**src/hdl/cmdline_key_value_extractor_defines.svh**
```systemverilog
// assertion macros used by the extractor parser
// needs clk_i and rst_ni in the module that expands them
`ifndef CMDLINE_KEY_VALUE_EXTRACTOR_DEFINES_SVH
`define CMDLINE_KEY_VALUE_EXTRACTOR_DEFINES_SVH

// property that must hold at every clock edge out of reset
`define CKVE_ASSERT(lbl, prop, msg) \
  lbl: assert property (@(posedge clk_i) disable iff (!rst_ni) (prop)) else $error(msg);

// consequent checked in the cycle after the antecedent
`define CKVE_ASSERT_NEXT(lbl, ante, cons, msg) \
  lbl: assert property (@(posedge clk_i) disable iff (!rst_ni) (ante) |=> (cons)) \
    else $error(msg);

`endif

```
**src/hdl/ckve_pkg.sv**
```systemverilog
// shared types and constants of the command line key/value extractor
// no dependencies
package ckve_pkg;

  localparam int KEY_BYTES  = 16;
  localparam int KIW        = $clog2(KEY_BYTES);
  localparam int KPX        = KIW + 1;
  localparam int KLEN_W     = 5;
  localparam int CFG_DATA_W = 64;

  typedef logic [KEY_BYTES-1:0][7:0] key_t;

  typedef struct packed {
    logic [7:0] value_byte;
    logic       byte_valid;
    logic       found;
    logic       last;
  } ckve_res_t;

endpackage

```
**src/hdl/ckve_in_reg.sv**
```systemverilog
// input register stage: holds one character beat until the parser takes it
// depends on nothing outside this file
module ckve_in_reg (
  input  logic       clk_i,
  input  logic       rst_ni,
  input  logic       in_valid_i,
  output logic       in_ready_o,
  input  logic [7:0] char_byte_i,
  output logic       valid_o,
  output logic [7:0] char_o,
  input  logic       take_i
);

  logic       valid_q, valid_d;
  logic [7:0] char_q;
  logic       load;

  assign in_ready_o = !valid_q || take_i;
  assign load       = in_valid_i && in_ready_o;
  assign valid_d    = load ? 1'b1 : (take_i ? 1'b0 : valid_q);

  always_ff @(posedge clk_i or negedge rst_ni) begin
    if (!rst_ni) begin
      valid_q <= 1'b0;
    end else begin
      valid_q <= valid_d;
    end
  end

  always_ff @(posedge clk_i) begin
    if (load) begin
      char_q <= char_byte_i;
    end
  end

  assign valid_o = valid_q;
  assign char_o  = char_q;

endmodule

```
**src/hdl/ckve_parser.sv**
```systemverilog
// token parser: phase machine, key compare and value streaming per character
// depends on ckve_pkg and the assertion macro header
`include "cmdline_key_value_extractor_defines.svh"

module ckve_parser
  import ckve_pkg::*;
#(
  parameter int MAX_KEY_CHARS   = 16,
  parameter int MAX_VALUE_CHARS = 255
) (
  input  logic              clk_i,
  input  logic              rst_ni,
  input  logic              fire_i,
  input  logic [7:0]        char_i,
  input  key_t              key_i,
  input  logic [KLEN_W-1:0] key_len_i,
  output logic              emit_o,
  output ckve_res_t         res_o
);

  localparam int KPW = $clog2(MAX_KEY_CHARS + 1);
  localparam int VCW = $clog2(MAX_VALUE_CHARS + 1);
  localparam logic [VCW-1:0] VMAX = VCW'(MAX_VALUE_CHARS);

  localparam logic [7:0] CH_NUL   = 8'h00;
  localparam logic [7:0] CH_SPACE = 8'h20;
  localparam logic [7:0] CH_EQUAL = 8'h3d;
  localparam logic [7:0] CH_DASH  = 8'h2d;
  localparam logic [7:0] CH_QUOTE = 8'h22;

  typedef enum logic [2:0] {
    PH_TOKEN_START,
    PH_DASH_CHECK,
    PH_NAME,
    PH_SKIP_TOKEN,
    PH_VALUE_START,
    PH_VALUE,
    PH_DONE
  } phase_e;

  typedef struct packed {
    logic           mis;
    logic [KPW-1:0] pos;
  } name_t;

  typedef struct packed {
    phase_e ph;
    name_t  nm;
  } step_t;

  function automatic name_t name_char(input logic [7:0] ch, input name_t st,
                                      input logic [KPW-1:0] eff, input key_t key);
    logic [KPX-1:0] pw;
    name_t r;
    pw = KPX'(st.pos);
    r  = st;
    if (!st.mis && (st.pos < eff) && (ch == key[pw[KIW-1:0]])) begin
      r.pos = st.pos + 1'b1;
    end else begin
      r.mis = 1'b1;
    end
    return r;
  endfunction

  function automatic step_t name_in(input logic [7:0] ch, input name_t st,
                                    input logic [KPW-1:0] eff, input key_t key);
    step_t r;
    r.ph = PH_NAME;
    r.nm = st;
    if (ch == CH_SPACE) begin
      r.ph = PH_TOKEN_START;
    end else if (ch == CH_EQUAL) begin
      r.ph = (!st.mis && (st.pos == eff)) ? PH_VALUE_START : PH_SKIP_TOKEN;
    end else begin
      r.nm = name_char(ch, st, eff, key);
    end
    return r;
  endfunction

  phase_e         phase_q, phase_d;
  name_t          name_q, name_d;
  logic           quoted_q, quoted_d;
  logic [VCW-1:0] cnt_q, cnt_d;

  logic [KPW-1:0] eff_len;
  name_t          fresh, dash_nm;
  step_t          st_name, st_fresh, st_dash;
  logic           vq, vterm;
  logic [VCW-1:0] vc, vc_inc;

  logic           mid_beat, data_beat, nul_fire, restart_ok;

  // key lengths above the limit act as the limit
  assign eff_len = (key_len_i > KLEN_W'(MAX_KEY_CHARS)) ? KPW'(MAX_KEY_CHARS)
                                                       : KPW'(key_len_i);

  assign fresh    = '0;
  assign st_name  = name_in(char_i, name_q, eff_len, key_i);
  assign st_fresh = name_in(char_i, fresh, eff_len, key_i);
  // a lone dash counts as a name character
  assign dash_nm  = name_char(CH_DASH, fresh, eff_len, key_i);
  assign st_dash  = name_in(char_i, dash_nm, eff_len, key_i);

  // first value character starts an unquoted value with a zero count, unless it is a quote
  assign vq     = (phase_q == PH_VALUE_START) ? 1'b0 : quoted_q;
  assign vc     = (phase_q == PH_VALUE_START) ? '0 : cnt_q;
  assign vc_inc = vc + 1'b1;
  assign vterm  = (vq && (char_i == CH_QUOTE)) || (!vq && (char_i == CH_SPACE));

  always_comb begin
    phase_d  = phase_q;
    name_d   = name_q;
    quoted_d = quoted_q;
    cnt_d    = cnt_q;
    emit_o   = 1'b0;
    res_o    = '0;
    if (char_i == CH_NUL) begin
      emit_o      = (phase_q != PH_DONE);
      res_o.found = (phase_q == PH_VALUE_START) || (phase_q == PH_VALUE);
      res_o.last  = 1'b1;
      phase_d     = PH_TOKEN_START;
      name_d      = '0;
      quoted_d    = 1'b0;
      cnt_d       = '0;
    end else begin
      unique case (phase_q)
        PH_TOKEN_START: begin
          if (char_i == CH_DASH) begin
            phase_d = PH_DASH_CHECK;
            name_d  = '0;
          end else if (char_i != CH_SPACE) begin
            phase_d = st_fresh.ph;
            name_d  = st_fresh.nm;
          end
        end
        PH_DASH_CHECK: begin
          if (char_i == CH_DASH) begin
            phase_d = PH_NAME;
            name_d  = '0;
          end else begin
            phase_d = st_dash.ph;
            name_d  = st_dash.nm;
          end
        end
        PH_NAME: begin
          phase_d = st_name.ph;
          name_d  = st_name.nm;
        end
        PH_SKIP_TOKEN: begin
          if (char_i == CH_SPACE) begin
            phase_d = PH_TOKEN_START;
          end
        end
        PH_VALUE_START, PH_VALUE: begin
          phase_d = PH_VALUE;
          cnt_d   = vc;
          if ((phase_q == PH_VALUE_START) && (char_i == CH_QUOTE)) begin
            quoted_d = 1'b1;
          end else begin
            quoted_d = vq;
            emit_o   = 1'b1;
            res_o.found = 1'b1;
            if (vterm) begin
              res_o.last = 1'b1;
              phase_d    = PH_DONE;
            end else begin
              cnt_d            = vc_inc;
              res_o.value_byte = char_i;
              res_o.byte_valid = 1'b1;
              if (vc_inc >= VMAX) begin
                res_o.last = 1'b1;
                phase_d    = PH_DONE;
              end
            end
          end
        end
        PH_DONE: begin
        end
        default: begin
          phase_d = PH_TOKEN_START;
        end
      endcase
    end
  end

  always_ff @(posedge clk_i or negedge rst_ni) begin
    if (!rst_ni) begin
      phase_q  <= PH_TOKEN_START;
      name_q   <= '0;
      quoted_q <= 1'b0;
      cnt_q    <= '0;
    end else if (fire_i) begin
      phase_q  <= phase_d;
      name_q   <= name_d;
      quoted_q <= quoted_d;
      cnt_q    <= cnt_d;
    end
  end

  assign mid_beat   = emit_o && !res_o.last;
  assign data_beat  = res_o.byte_valid && res_o.found;
  assign nul_fire   = fire_i && (char_i == CH_NUL);
  assign restart_ok = (phase_q == PH_TOKEN_START) && (cnt_q == '0);

  `CKVE_ASSERT(a_partial_is_data, mid_beat |-> data_beat, "value beat without data")
  `CKVE_ASSERT_NEXT(a_line_end_resets, nul_fire, restart_ok, "line end did not restart search")
  `CKVE_ASSERT(a_key_pos_range, (name_q.pos <= KPW'(MAX_KEY_CHARS)), "key position past limit")
  `CKVE_ASSERT(a_value_count_range, (phase_q == PH_VALUE) |-> (cnt_q < VMAX), "value count at limit")

endmodule

```
**src/hdl/ckve_out_reg.sv**
```systemverilog
// result register: holds one result beat until the sink takes it
// depends on ckve_pkg
module ckve_out_reg
  import ckve_pkg::*;
(
  input  logic      clk_i,
  input  logic      rst_ni,
  input  logic      fire_i,
  input  logic      emit_i,
  input  ckve_res_t res_i,
  output logic      can_take_o,
  output logic      out_valid_o,
  input  logic      out_ready_i,
  output ckve_res_t res_o
);

  logic      valid_q, valid_d;
  ckve_res_t res_q;

  assign can_take_o = !valid_q || out_ready_i;
  // fire only happens when the held beat leaves or the register is empty
  assign valid_d    = fire_i ? emit_i : (valid_q && !out_ready_i);

  always_ff @(posedge clk_i or negedge rst_ni) begin
    if (!rst_ni) begin
      valid_q <= 1'b0;
    end else begin
      valid_q <= valid_d;
    end
  end

  always_ff @(posedge clk_i) begin
    if (fire_i && emit_i) begin
      res_q <= res_i;
    end
  end

  assign out_valid_o = valid_q;
  assign res_o       = res_q;

endmodule

```
**src/hdl/cmdline_key_value_extractor.sv**
```systemverilog
// top level of the command line key/value extractor: config registers and wiring
// depends on ckve_pkg, ckve_in_reg, ckve_parser and ckve_out_reg
//
//   channel | handshake            | payload
//   --------+----------------------+-------------------------------------------
//   in      | in_valid_i/in_ready_o| char_byte_i
//   out     | out_valid_o/out_ready_i | value_byte_o byte_valid_o found_o last_o
//   config  | psel/penable/pwrite  | paddr pwdata prdata (64 bit, regs at 8*i)
//
// one character per cycle sustained while the output is not stalled; a beat is held
// in the input register and its result is registered in the output register.
// the phase machine in the parser closes a loop through its state registers.
// reset clears the search state and the key registers; no clearing pass.
// a stalled output holds its beat and freezes the parser; in_ready_o drops at
// once when the input register is full, else after one more character.
module cmdline_key_value_extractor
  import ckve_pkg::*;
#(
  parameter int MAX_KEY_CHARS   = 16,
  parameter int MAX_VALUE_CHARS = 255
) (
  input  logic                  clk_i,
  input  logic                  rst_ni,
  input  logic                  in_valid_i,
  output logic                  in_ready_o,
  input  logic [7:0]            char_byte_i,
  output logic                  out_valid_o,
  input  logic                  out_ready_i,
  output logic [7:0]            value_byte_o,
  output logic                  byte_valid_o,
  output logic                  found_o,
  output logic                  last_o,
  input  logic                  psel,
  input  logic                  penable,
  input  logic                  pwrite,
  input  logic [4:0]            paddr,
  input  logic [CFG_DATA_W-1:0] pwdata,
  output logic [CFG_DATA_W-1:0] prdata,
  output logic                  pready
);

  localparam logic [1:0] REG_KEY_LOW  = 2'd0;
  localparam logic [1:0] REG_KEY_HIGH = 2'd1;
  localparam logic [1:0] REG_KEY_LEN  = 2'd2;

  logic [CFG_DATA_W-1:0] key_low_q, key_high_q;
  logic [KLEN_W-1:0]     key_len_q;
  logic                  wr_en;
  logic [1:0]            reg_idx;
  key_t                  key;

  logic       a_valid, a_fire, can_take, emit;
  logic [7:0] a_char;
  ckve_res_t  res_c, res_q;

  assign pready  = 1'b1;
  assign reg_idx = paddr[4:3];
  assign wr_en   = psel && penable && pwrite && pready;

  always_ff @(posedge clk_i or negedge rst_ni) begin
    if (!rst_ni) begin
      key_low_q  <= '0;
      key_high_q <= '0;
      key_len_q  <= '0;
    end else if (wr_en) begin
      unique case (reg_idx)
        REG_KEY_LOW:  key_low_q  <= pwdata;
        REG_KEY_HIGH: key_high_q <= pwdata;
        REG_KEY_LEN:  key_len_q  <= pwdata[KLEN_W-1:0];
        default: begin
        end
      endcase
    end
  end

  always_comb begin
    unique case (reg_idx)
      REG_KEY_LOW:  prdata = key_low_q;
      REG_KEY_HIGH: prdata = key_high_q;
      REG_KEY_LEN:  prdata = CFG_DATA_W'(key_len_q);
      default:      prdata = '0;
    endcase
  end

  assign key    = {key_high_q, key_low_q};
  assign a_fire = a_valid && can_take;

  ckve_in_reg u_in_reg (
    .clk_i       (clk_i),
    .rst_ni      (rst_ni),
    .in_valid_i  (in_valid_i),
    .in_ready_o  (in_ready_o),
    .char_byte_i (char_byte_i),
    .valid_o     (a_valid),
    .char_o      (a_char),
    .take_i      (a_fire)
  );

  ckve_parser #(
    .MAX_KEY_CHARS   (MAX_KEY_CHARS),
    .MAX_VALUE_CHARS (MAX_VALUE_CHARS)
  ) u_parser (
    .clk_i     (clk_i),
    .rst_ni    (rst_ni),
    .fire_i    (a_fire),
    .char_i    (a_char),
    .key_i     (key),
    .key_len_i (key_len_q),
    .emit_o    (emit),
    .res_o     (res_c)
  );

  ckve_out_reg u_out_reg (
    .clk_i       (clk_i),
    .rst_ni      (rst_ni),
    .fire_i      (a_fire),
    .emit_i      (emit),
    .res_i       (res_c),
    .can_take_o  (can_take),
    .out_valid_o (out_valid_o),
    .out_ready_i (out_ready_i),
    .res_o       (res_q)
  );

  assign value_byte_o = res_q.value_byte;
  assign byte_valid_o = res_q.byte_valid;
  assign found_o      = res_q.found;
  assign last_o       = res_q.last;

endmodule
```
**config.mk**
```make
export PLATFORM = sky130hd
export DESIGN_NAME = cmdline_key_value_extractor
export DESIGN_NICKNAME = d
export VERILOG_FILES = /design/src/hdl/ckve_pkg.sv /design/src/hdl/ckve_in_reg.sv /design/src/hdl/ckve_parser.sv /design/src/hdl/ckve_out_reg.sv /design/src/hdl/cmdline_key_value_extractor.sv
export VERILOG_INCLUDE_DIRS = /design/src /design/src/hdl
export SDC_FILE = /design/constraint.sdc
export NUM_CORES = 1
export LEC_CHECK = 0
export BUFFER_PORTS_ARGS = -buffer_cell sky130_fd_sc_hd__buf_4
export CORE_MARGIN = 1
export CORE_UTILIZATION = 55
export DETAILED_ROUTE_END_ITERATION = 12
export PLACE_DENSITY = 0.77
export SYNTH_ARGS = -nofsm -noshare
export SYNTH_HDL_FRONTEND = slang
export SYNTH_SLANG_ARGS = --single-unit
```
**constraint.sdc**
```tcl
create_clock -name clk_i -period 3.8 [get_ports clk_i]
set_input_delay 0.19 -clock clk_i [delete_from_list [all_inputs] [get_ports clk_i]]
set_output_delay 0.19 -clock clk_i [all_outputs]
set_load 0.01 [all_outputs]
```
==> metrics.yaml, run 1 <==
floorplan:
  dieArea_um2: 18100
  die_w_um: 134
  die-height_um: 134
  ios: 162
  rows: 48
  start_util: 0.560
  core-area_um2: 17200
detailed_routing:
  dr.first_iter.drc_count: 358
  drtAntennaViolNets: 0
  viasPerCell: 5.89
  drt_wl_total_mm: 25.4
  drc_errors: 0
  avgRoutedWirePerCell_um: 20.2
  vias: 7402
  drtPass1Iterations: 5
critical_path:
  critPathArrivalTime_ps: 3640
  crit_path_start_kind: "flip-flop"
  crit_type: "reg -> reg"
  required_ps: 4170
  endpoint_kind: "flip-flop"
  path_max_fanout: 14
global_routing:
  use_met1: 0.377
  grt_pass1_vias: 7747
  grt_overflow: 0
  grt_max_degree: 90
  grt_pass1_wl_mm: 41.1
  busiest_layer: "met2"
  met2_usage: 0.493
  grt.met3_usage: 0.0604
  antenna_found_initial: 0
  grt_usage: 0.297
yosys:
  synth-edff-count: 19
  yosysTopAreaCellShare: 0.397
  yosysWarnings: 0
  syn_area_um2: 9650
  syn-instance-count: 817
  synth_most_common_cell: "dfrtp_1"
  synth_area_leaders: "dfrtp_1 40%, mux2_2 16%, mux2i_1 8.4%, mux4_2 7.2%, edfxtp_1 5.9%"
  ys_ff_latch: 172
  synth_largest_area_cell: "dfrtp_1"
  synth.distinct_cells: 66
  synthTopCellsByCount: "153 x dfrtp_1, 133 x mux2_2, 81 x mux2i_1"
  synthArstFlopShare: 0.890
  synth_fp_nets: 912
  synthFlopType: "dfrtp_1"
  synth_seq_area_share: 0.456
  syn_avg_cell_area_um2: 11.8
sta:
  hold_viol_final: 0
  clock_skew_ps: 14.2
  max_freq_mhz: 306
  finalMaxSlewViolations: 0
  slew_headroom: 0.420
  fin_crit_sh: 0.861
  fin_crit_ps: 3270
  fin_tns_setup_ps: 0
  grt_setup_unrepaired: "false"
  setup_violations: 0
  worst_pin_slew_ps: 870
  fin_ws_ps: 527
status:
  status: "finished, final reports clean"
place:
  portBuffers: 157
  dp_hpwl_mm: 16.8
  dp_slack_ps: 601
  globalplace.congestion: 0.943
clock_tree:
  root_buffer: "clkbuf_16"
  cts_resized: 0
  clkSinkCount: 172
  tritoncts: "yes"
  cts.clk_slew.worst_paths_ps: 70
  clockBufferDepth: 2
  clock_latency_ps: 440
  cts_made_buffers: 17
  cts-htree-levels: 4
power:
  powerDensity_nw_per_um2: 522
  irDropWorstVdd_uv: 385
  p_leak_nw: 5.37
final_layout:
  drive_gt1_frac: 0.369
  fill_cells: 1189
  post-route-util: 0.714
  fin_nets: 1113
  area_growth_pct: 27.5
job:
  cap_violations: 0
hold_path:
  hold_class: "in -> reg"
flip-flops by register name (all words and copies together), names as in the netlist, 3 cells and up:
signal            count
key_high_q           64
u_in_reg.char_o       8
key_len_q             5
u_parser.cnt_q        8
u_out_reg.res_o      11
u_parser.name_q       6
key_low_q            64
u_parser.phase_q      3
worst paths after layout:
path / start / endpoint / slack, ps / cells after the start
setup reg to reg: u_parser.name_q[2] / u_parser.name_q[4] / 530 / 10
hold reg to reg: u_parser.cnt_q[7] / u_parser.cnt_q[7] / 500 / 1
max in group asynchronous: rst_ni / key_low_q[21] / 2600 / 3
setup / recovery: u_parser.name_q[2] / u_parser.name_q[4] / 530 / 10
min in group asynchronous: rst_ni / u_in_reg.valid_o / 370 / 2
hold / removal: pwdata[2] / key_high_q[2] / 10 / 2
worst max-delay path, cell delays in order, from the launching register on:
cell and delay [ps]:
dfrtp_1 640, buf_4 340, ha_1 280, and4_1 240
a211o_1 300, a21oi_1 170, nand3_1 120, a221oi_2 310
nand4_1 220, or4_1 500, nand3_1 90
per-stage QoR:
step	power, mW	hold WS, ps	instances	instance area, µm²
floorplan	3.89	-106	817	9650
global placement	4.55	320	1161	11100
detailed placement	4.60	320	1161	11100
CTS	6.43	0.431	1256	12300
global route	6.74	0.857	1256	12300
finish	6.42	10.5	1257	12300
routing by layer:
metal | wire length (µm) | vias up
met5 | 0 | -
met2 | 12900 | 215
met3 | 1260 | 55
li1 | - | 3396
met4 | 830 | 0
met1 | 10400 | 3736
where the power goes:
part / internal [mW] / leakage [nW] / switching, mW
logic: 1.15 / 3.03 / 0.913
clock network: 0.938 / 0.292 / 0.824
registers: 2.22 / 2.05 / 0.376
total: 4.31 / 5.37 / 2.11
cells by family (layout without fill, tap and decap cells):
family / Yosys count / count (layout) / share of synthesized area
xor gates and xnor gates: 31 / 31 / 0.0281
other: 1 / 2 / 0.000389
muxes: 246 / 246 / 0.314
and+or+nand+nor: 210 / 210 / 0.104
DFF: 172 / 172 / 0.456
AOI/OAI and AO/OA: 78 / 78 / 0.0546
adders and majority gates: 11 / 11 / 0.0143
buffers and inverters: 68 / 282 / 0.0289
placed cells by master, fill, tap and decap left out, drive strengths merged, types with 3 or more instances in the layout:
cell,count
a2111oi,3
a211oi,3
a21o,4
a21oi,8
and2,15
and3,3
buf,175
clkbuf,17
clkinv,6
dfrtp,153
dlygate4sd3,63
edfxtp,19
ha,11
inv,19
mux2,133
mux2i,81
mux4,32
nand2,51
nand2b,5
nand3,16
nand4,8
nor2,80
nor3,8
nor3b,3
nor4,4
o211ai,3
o21ai,30
o31ai,7
or4,4
xnor2,23
xor2,8
final cells by class:
class | count | area [µm²] | share of cell area
diodes | 1 | 2.50 | 0.000203
clock buffers | 17 | 425 | 0.0346
clock inverters | 15 | 173 | 0.0140
inverters | 12 | 45.0 | 0.00366
multi-input cells | 577 | 4980 | 0.405
flip-flops and latches | 172 | 4400 | 0.358
well taps | 225 | 282 | 0.0229
repair buffers | 238 | 2000 | 0.162
timing repair:
action                                  in CTS  in global routing
endpoints found under the hold margin      197                  0
buffers inserted                             0                  0
endpoints found under the setup margin       0                  0
hold buffers                                63                  0
Note: power is estimated with default switching activity, not from simulation.
==> run 2, diff against run 1 <==
Settings changed: CORE_MARGIN 1 to 5, CORE_UTILIZATION 55 to 58, PLACE_DENSITY 0.77 to 0.81, SYNTH_HIERARCHICAL set to 1.
==> run 2 against run 1 <==
Design area rose by 2.2%. Routed wire length rose by 7.4%. Sequential power grew 2%. Flip-flop and latch count did not move. Global-route usage decreased by 2.1 points. Core utilization rose by 1.8 points. Largest cell class unchanged. Highest routed layer unchanged.
==> metrics.yaml, run 2 <==
status:
  status: "finished, final reports clean"  # unchanged
power:
  p_leak_nw: 5.84  # was 5.37 nW
  clkPwrFrac: 0.279  # was 0.274
  power_switching_mw: 2.27  # was 2.11 mW
  irDropWorstVdd_uv: 383  # was 385 µV
  internal-power_mw: 4.75  # was 4.31 mW
  pwr-share-seq: 0.375  # was 0.404
  comb_power_share: 0.346  # was 0.322
  swShare: 0.323  # was 0.329
  powerDensity_nw_per_um2: 557  # was 522 nW/µm²
yosys:
  synth_largest_area_cell: "dfrtp_1"  # unchanged
  yosysWarnings: 6  # was 0
  synth.distinct_cells: 69  # was 66
  syn-instance-count: 833  # was 817
  synth_fp_nets: 927  # was 912
  synthArstFlopShare: 0.890  # unchanged
  synth_seq_area_share: 0.436  # was 0.456
  syn_avg_cell_area_um2: 12.1  # was 11.8 µm²
  synthFlopType: "dfrtp_1"  # unchanged
  synth-edff-count: 19  # unchanged
  synth_area_leaders: "dfrtp_1 38%, mux2_4 8.9%, mux2i_1 8.1%, mux2_2 7.6%, edfxtp_1 5.7%"  # was dfrtp_1 40%, mux2_2 16%, mux2i_1 8.4%, mux4_2 7.2%, edfxtp_1 5.9%
  yosysTopAreaCellShare: 0.380  # was 0.397
  syn_area_um2: 10100  # was 9650 µm²
  ys_ff_latch: 172  # unchanged
  synth_most_common_cell: "dfrtp_1"  # unchanged
  synthTopCellsByCount: "153 x dfrtp_1, 87 x nor2_1, 82 x mux2i_1"  # was 153 x dfrtp_1, 133 x mux2_2, 81 x mux2i_1
floorplan:
  start_util: 0.587  # was 0.560
  die_w_um: 142  # was 134 µm
  dieArea_um2: 20100  # was 18100 µm²
  ios: 162  # unchanged
  core-area_um2: 17200  # about the same
  die-height_um: 142  # was 134 µm
  rows: 48  # unchanged
clock_tree:
  clock_latency_ps: 430  # was 440 ps
  cts.clk_slew.worst_paths_ps: 70  # about the same
  clkSinkCount: 172  # unchanged
  tritoncts: "yes"  # unchanged
  clockBufferDepth: 2  # unchanged
  cts_made_buffers: 17  # unchanged
  root_buffer: "clkbuf_16"  # unchanged
  cts-htree-levels: 4  # unchanged
final_layout:
  drive_gt1_frac: 0.359  # was 0.369
  final_cells: 1267  # was 1257
  final_cell_mix: "171 x buf_4, 152 x dfrtp_1, 87 x nor2_1"  # was 170 x buf_4, 152 x dfrtp_1, 133 x mux2_2
  fin_nets: 1123  # was 1113
  multi_input_area_um2: 5240  # was 4980 µm²
  final_area_um2: 12600  # was 12300 µm²
  area_growth_pct: 24.8  # was 27.5%
  diodes: 0  # was 1
  fill_cells: 1149  # was 1189
  layout_commonest_cell: "buf_4"  # unchanged
  ff_latch_area_um2: 4400  # unchanged
place:
  dp_hpwl_mm: 17.9  # was 16.8 mm
  portBuffers: 157  # unchanged
  place_area_um2: 11400  # was 11100 µm²
  globalplace.congestion: 0.908  # was 0.943
  dp_cells: 1178  # was 1161
critical_path:
  cp_slowest_cell: "mux4_1"  # was dfrtp_1
  critPathArrivalTime_ps: 3750  # was 3640 ps
  crit_path_start_kind: "flip-flop"  # unchanged
  crit_type: "reg -> reg"  # unchanged
  required_ps: 4170  # about the same
  path_max_fanout: 30  # was 14
  cp_top_family: "compound AO/OA/AOI/OAI gates"  # was simple AND/OR/NAND/NOR gates
  crit_chain: "buf_12 > mux4_1 > mux2i_1 > o21bai_1 > a211o_1 > a22o_1 > or4_1 > buf_4 > a2111oi_0 > a21o_1"  # was buf_4 > ha_1 > and4_1 > a211o_1 > a21oi_1 > nand3_1 > a221oi_2 > nand4_1 > or4_1 > nand3_1
  endpoint_kind: "flip-flop"  # unchanged
  cp.buffers_inverters: 2  # was 1
  cpPeakStageDelay_ps: 640  # about the same
sta:
  worst_pin_slew_ps: 939  # was 870 ps
  fin_crit_sh: 0.888  # was 0.861
  setup_violations: 0  # unchanged
  clock_skew_ps: 5.37  # was 14.2 ps
  hold_viol_final: 0  # unchanged
  slew_headroom: 0.374  # was 0.420
  fin_crit_ps: 3370  # was 3270 ps
  fin_tns_setup_ps: 0  # unchanged
  grt_setup_unrepaired: "false"  # unchanged
  finalMaxSlewViolations: 0  # unchanged
  max_freq_mhz: 296  # was 306 MHz
  fin_hold_ws_ps: 7.08  # was 10.5 ps
global_routing:
  grt_max_degree: 100  # was 90
  antenna_found_initial: 0  # unchanged
  grt_overflow: 0  # unchanged
  grt_pass1_vias: 7857  # was 7747
  grt_pass1_wl_mm: 43.3  # was 41.1 mm
  grt_usage: 0.275  # was 0.297
detailed_routing:
  dr.first_iter.drc_count: 707  # was 358
  vias: 7680  # was 7402
  viasPerCell: 6.06  # was 5.89
  drtPass1Iterations: 6  # was 5
  drtAntennaViolNets: 0  # unchanged
  drc_errors: 0  # unchanged
  avgRoutedWirePerCell_um: 21.5  # was 20.2 µm
  drt_wl_total_mm: 27.3  # was 25.4 mm
job:
  cap_violations: 0  # unchanged
hold_path:
  hold_class: "in -> reg"  # unchanged
## run 2: repair_timing
item | CTS | global route
hold buffers | 57 | 0
resized for setup | 0 | 0
hold endpoints to repair | 187 | 0
setup buffers | 0 | 0
setup endpoints to repair | 0 | 0
## run 2: path summary, 6_finish.rpt
path	slack, ps	cells past startpoint	startpoint	to
worst max-delay path	430	10	u_parser/name_q[0]	u_parser/name_q[1]
worst min-delay path	7	2	pwdata[61]	key_high_q[61]
worst max register to register	430	10	u_parser/name_q[0]	u_parser/name_q[1]
worst min register to register	510	2	u_parser/quoted_q	u_parser/quoted_q
max in group asynchronous	2420	3	rst_ni	key_high_q[6]
min in group asynchronous	420	2	rst_ni	key_high_q[46]
## run 2: cell type report
type	instances	area share
multi-input cells	590	0.417
flip-flops and latches	172	0.350
repair buffers	233	0.155
clock buffers	20	0.0355
well taps	225	0.0224
clock inverters	12	0.0165
inverters	15	0.00448
## run 2: metal layers
layer | GRT usage | part of all wire
met1 | 0.371 | 0.42
met2 | 0.451 | 0.49
met3 | 0.0448 | 0.063
met4 | 0.102 | 0.030
met5 | 0 | 0
## run 2: power groups by stage
stage	Combinational, mW	Clock (mW)	Sequential, mW
finish	2.42	1.96	2.63
global placement	2.30	0	2.61
global route	2.62	2.04	2.67
detailed placement	2.34	0	2.64
CTS	2.41	1.97	2.62
floorplan	1.73	0	2.46
## run 2: metrics by stage
stage                util  total power [mW]  setup slack [ps]
floorplan               -              4.19               580
global placement    0.661              4.91               507
detailed placement  0.661              4.98               477
CTS                 0.732              7.00               458
global route        0.732              7.33               208
finish              0.732              7.01               425
## run 2: logic make-up (layout without fill, tap and decap cells)
family,Yosys count,count (layout),synth area share
mux,241,241,0.312
simple gates,213,213,0.106
flops,172,172,0.436
compound gates,99,99,0.0670
buf+inv,71,280,0.0436
xor+xnor,26,26,0.0226
fa+ha+maj,10,10,0.0124
other cells,1,1,0.000372
## run 2: worst reg2reg max path: stages, from the launching register on
cell and delay [ps]:
dfrtp_1 380, buf_12 240, mux4_1 670, mux2i_1 170
o21bai_1 100, a211o_1 250, a22o_1 190, or4_1 540
buf_4 190, a2111oi_0 450, a21o_1 130
==> run 3, diff against run 2 <==
Settings changed: CORE_UTILIZATION 58 to 30, PLACE_DENSITY 0.81 to 0.47, REMOVE_ABC_BUFFERS set to 1, SETUP_SLACK_MARGIN set to 0.15.
==> run 3 against run 2 <==
Register-to-register slack about the same. First-iteration DRC count decreased by 42%. Design area grew 3.2%. Critical endpoint unchanged.
==> metrics.yaml, run 3 (synthesized netlist as in run 2, its figures left out) <==
critical_path:
  crit_end: "u_parser/name_q[1]"  # unchanged
  required_ps: 4180  # was 4170 ps
  cpPeakStageDelay_ps: 650  # was 640 ps
  r2r_setup_slack_ps: 430  # about the same
  r2r_end: "u_parser/name_q[1]"  # unchanged
  crit_start: "u_parser/name_q[0]"  # unchanged
  crit_chain: "buf_4 > mux4_1 > mux2i_1 > o21bai_1 > a211o_1 > a22o_1 > or4_1 > buf_4 > a2111oi_0 > a21o_1"  # was buf_12 > mux4_1 > mux2i_1 > o21bai_1 > a211o_1 > a22o_1 > or4_1 > buf_4 > a2111oi_0 > a21o_1
  r2r_start: "u_parser/name_q[0]"  # unchanged
  cp_slowest_cell: "mux4_1"  # unchanged
  r2r_cells: 10  # unchanged
  path_depth: 10  # unchanged
  cp_top_family: "compound AO/OA/AOI/OAI gates"  # unchanged
  endpoint_kind: "flip-flop"  # unchanged
  cpMostUsedCell: "buf_4"
  critPathArrivalTime_ps: 3740  # was 3750 ps
  cp.buffers_inverters: 2  # unchanged
  crit_path_start_kind: "flip-flop"  # unchanged
  path_max_fanout: 13  # was 30
  crit_type: "reg -> reg"  # unchanged
sta:
  clock_skew_ps: 14.0  # was 5.37 ps
  hold_viol_final: 0  # unchanged
  setup_violations: 0  # unchanged
  max_freq_mhz: 297  # was 296 MHz
  fin_ws_ps: 433  # was 425 ps
  fin_crit_ps: 3370  # about the same
  finalMaxSlewViolations: 0  # unchanged
  slew_headroom: 0.352  # was 0.374
  fin_crit_sh: 0.886  # was 0.888
  fin_tns_setup_ps: 0  # unchanged
  worst_pin_slew_ps: 972  # was 939 ps
  fin_hold_ws_ps: 25.5  # was 7.08 ps
  grt_setup_unrepaired: "false"  # unchanged
power:
  irDropWorstVdd_uv: 316  # was 383 µV
  pwr-share-seq: 0.381  # was 0.375
  swShare: 0.346  # was 0.323
  power_mw: 6.78  # was 7.01 mW
  powerDensity_nw_per_um2: 523  # was 557 nW/µm²
  p_leak_nw: 5.92  # was 5.84 nW
  internal-power_mw: 4.44  # was 4.75 mW
  clkPwrFrac: 0.258  # was 0.279
  power_switching_mw: 2.35  # was 2.27 mW
  comb_power_share: 0.361  # was 0.346
detailed_routing:
  viasPerCell: 4.87  # was 6.06
  drtAntennaViolNets: 0  # unchanged
  avgRoutedWirePerCell_um: 19.4  # was 21.5 µm
  drtPass1Iterations: 4  # was 6
  vias: 7390  # was 7680
  drt_wl_total_mm: 29.4  # was 27.3 mm
  drc_errors: 0  # unchanged
  dr.first_iter.drc_count: 411  # was 707
final_layout:
  area_growth_pct: 28.8  # was 24.8%
  drive_gt1_frac: 0.362  # was 0.359
  layout_commonest_cell: "buf_4"  # unchanged
  fin_nets: 1149  # was 1123
  final_cell_mix: "184 x buf_4, 151 x dfrtp_1, 87 x nor2_1"  # was 171 x buf_4, 152 x dfrtp_1, 87 x nor2_1
  post-route-util: 0.389  # was 0.732
  diodes: 0  # unchanged
clock_tree:
  cts_made_buffers: 17  # unchanged
  cts-htree-levels: 4  # unchanged
  cts_setup_buffers: 0  # unchanged
  root_buffer: "clkbuf_16"  # unchanged
  cts_resized: 0  # unchanged
  clockBufferDepth: 2  # unchanged
  clkSinkCount: 172  # unchanged
  cts.clk_slew.worst_paths_ps: 70  # about the same
  tritoncts: "yes"  # unchanged
  clock_latency_ps: 440  # was 430 ps
  hold_buffers: 73  # was 57
global_routing:
  grt_pass1_wl_mm: 46.6  # was 43.3 mm
  busiest_layer: "met2"  # unchanged
  grt.met3_usage: 0.0280  # was 0.0448
  grt_overflow: 0  # unchanged
  use_met1: 0.224  # was 0.371
  grt_pass1_vias: 7700  # was 7857
  met2_usage: 0.252  # was 0.451
  antenna_found_initial: 0  # unchanged
  grt_max_degree: 89  # was 100
  grt_usage: 0.157  # was 0.275
floorplan:
  die-height_um: 193  # was 142 µm
  dieArea_um2: 37400  # was 20100 µm²
  ios: 162  # unchanged
  core-area_um2: 33400  # was 17200 µm²
  start_util: 0.302  # was 0.587
  die_w_um: 193  # was 142 µm
  rows: 67  # was 48
job:
  cap_violations: 0  # unchanged
place:
  globalplace.congestion: 0.804  # was 0.908
  dp_slack_ps: 425  # was 477 ps
  dp_hpwl_mm: 20.9  # was 17.9 mm
  portBuffers: 157  # unchanged
hold_path:
  hold_class: "in -> reg"  # unchanged
status:
  status: "finished, final reports clean"  # unchanged
[run 3: cell types whose count changed in the layout (fill, tap and decap cells not counted), moves of 2 or more]
cell	previous run	this run
dlygate4sd3_1	57	73
buf_4	171	184
clkinv_4	0	2
clkinv_8	0	2
bufinv_16	5	0
clkinv_2	0	2
clkinvlp_4	3	0
buf_12	4	1
inv_6	2	5
inv_8	1	4
clkbuf_1	2	0
[run 3: worst min-delay path by stage]
stage,end,startpoint,slack (ps),cells after the start
floorplan,key_high_q[0],rst_ni,-110,0
global placement,u_parser/cnt_q[4],rst_ni,350,1
detailed placement,u_parser/cnt_q[3],rst_ni,350,1
CTS,key_high_q[13],pwdata[13],1,2
global route,key_low_q[13],pwdata[13],20,2
finish,key_high_q[13],pwdata[13],30,2
[run 3: metal layers]
| metal | share of wire | vias to the layer above |
|---|---|---|
| li1 | - | 3493 |
| met1 | 0.48 | 3683 |
| met2 | 0.47 | 191 |
| met3 | 0.039 | 23 |
| met4 | 0.013 | 0 |
| met5 | 0 | - |
[run 3: layout make-up]
class	count	area [µm²]
sequential	172	4400
multi-input combinational	590	5240
clock buffer	17	425
fill	3295	20400
inverter	15	56.3
tap	448	561
timing repair buffer	259	2140
clock inverter	15	149
[run 3: worst register-to-register path: stages, from the launching register on]
cell and delay (ps):
dfrtp_2 410, buf_4 290, mux4_1 660, mux2i_1 160, o21bai_1 90, a211o_1 240
a22o_1 170, or4_1 540, buf_4 190, a2111oi_0 430, a21o_1 130
[run 3: through the flow]
step                      area (µm²)  instances
after CTS                      13000       1516
after global routing           13000       1516
after global placement         11700       1411
after detailed placement       11700       1411
final                          13000       1516
after floorplan                 9700        777
[run 3: power by group through the flow]
stage	Clock [mW]	Combinational [mW]	Sequential, mW
finish	1.75	2.45	2.59
global route	1.88	2.67	2.65
CTS	1.81	2.49	2.59
detailed placement	0	2.42	2.63
global placement	0	2.40	2.62
floorplan	0	1.50	2.60
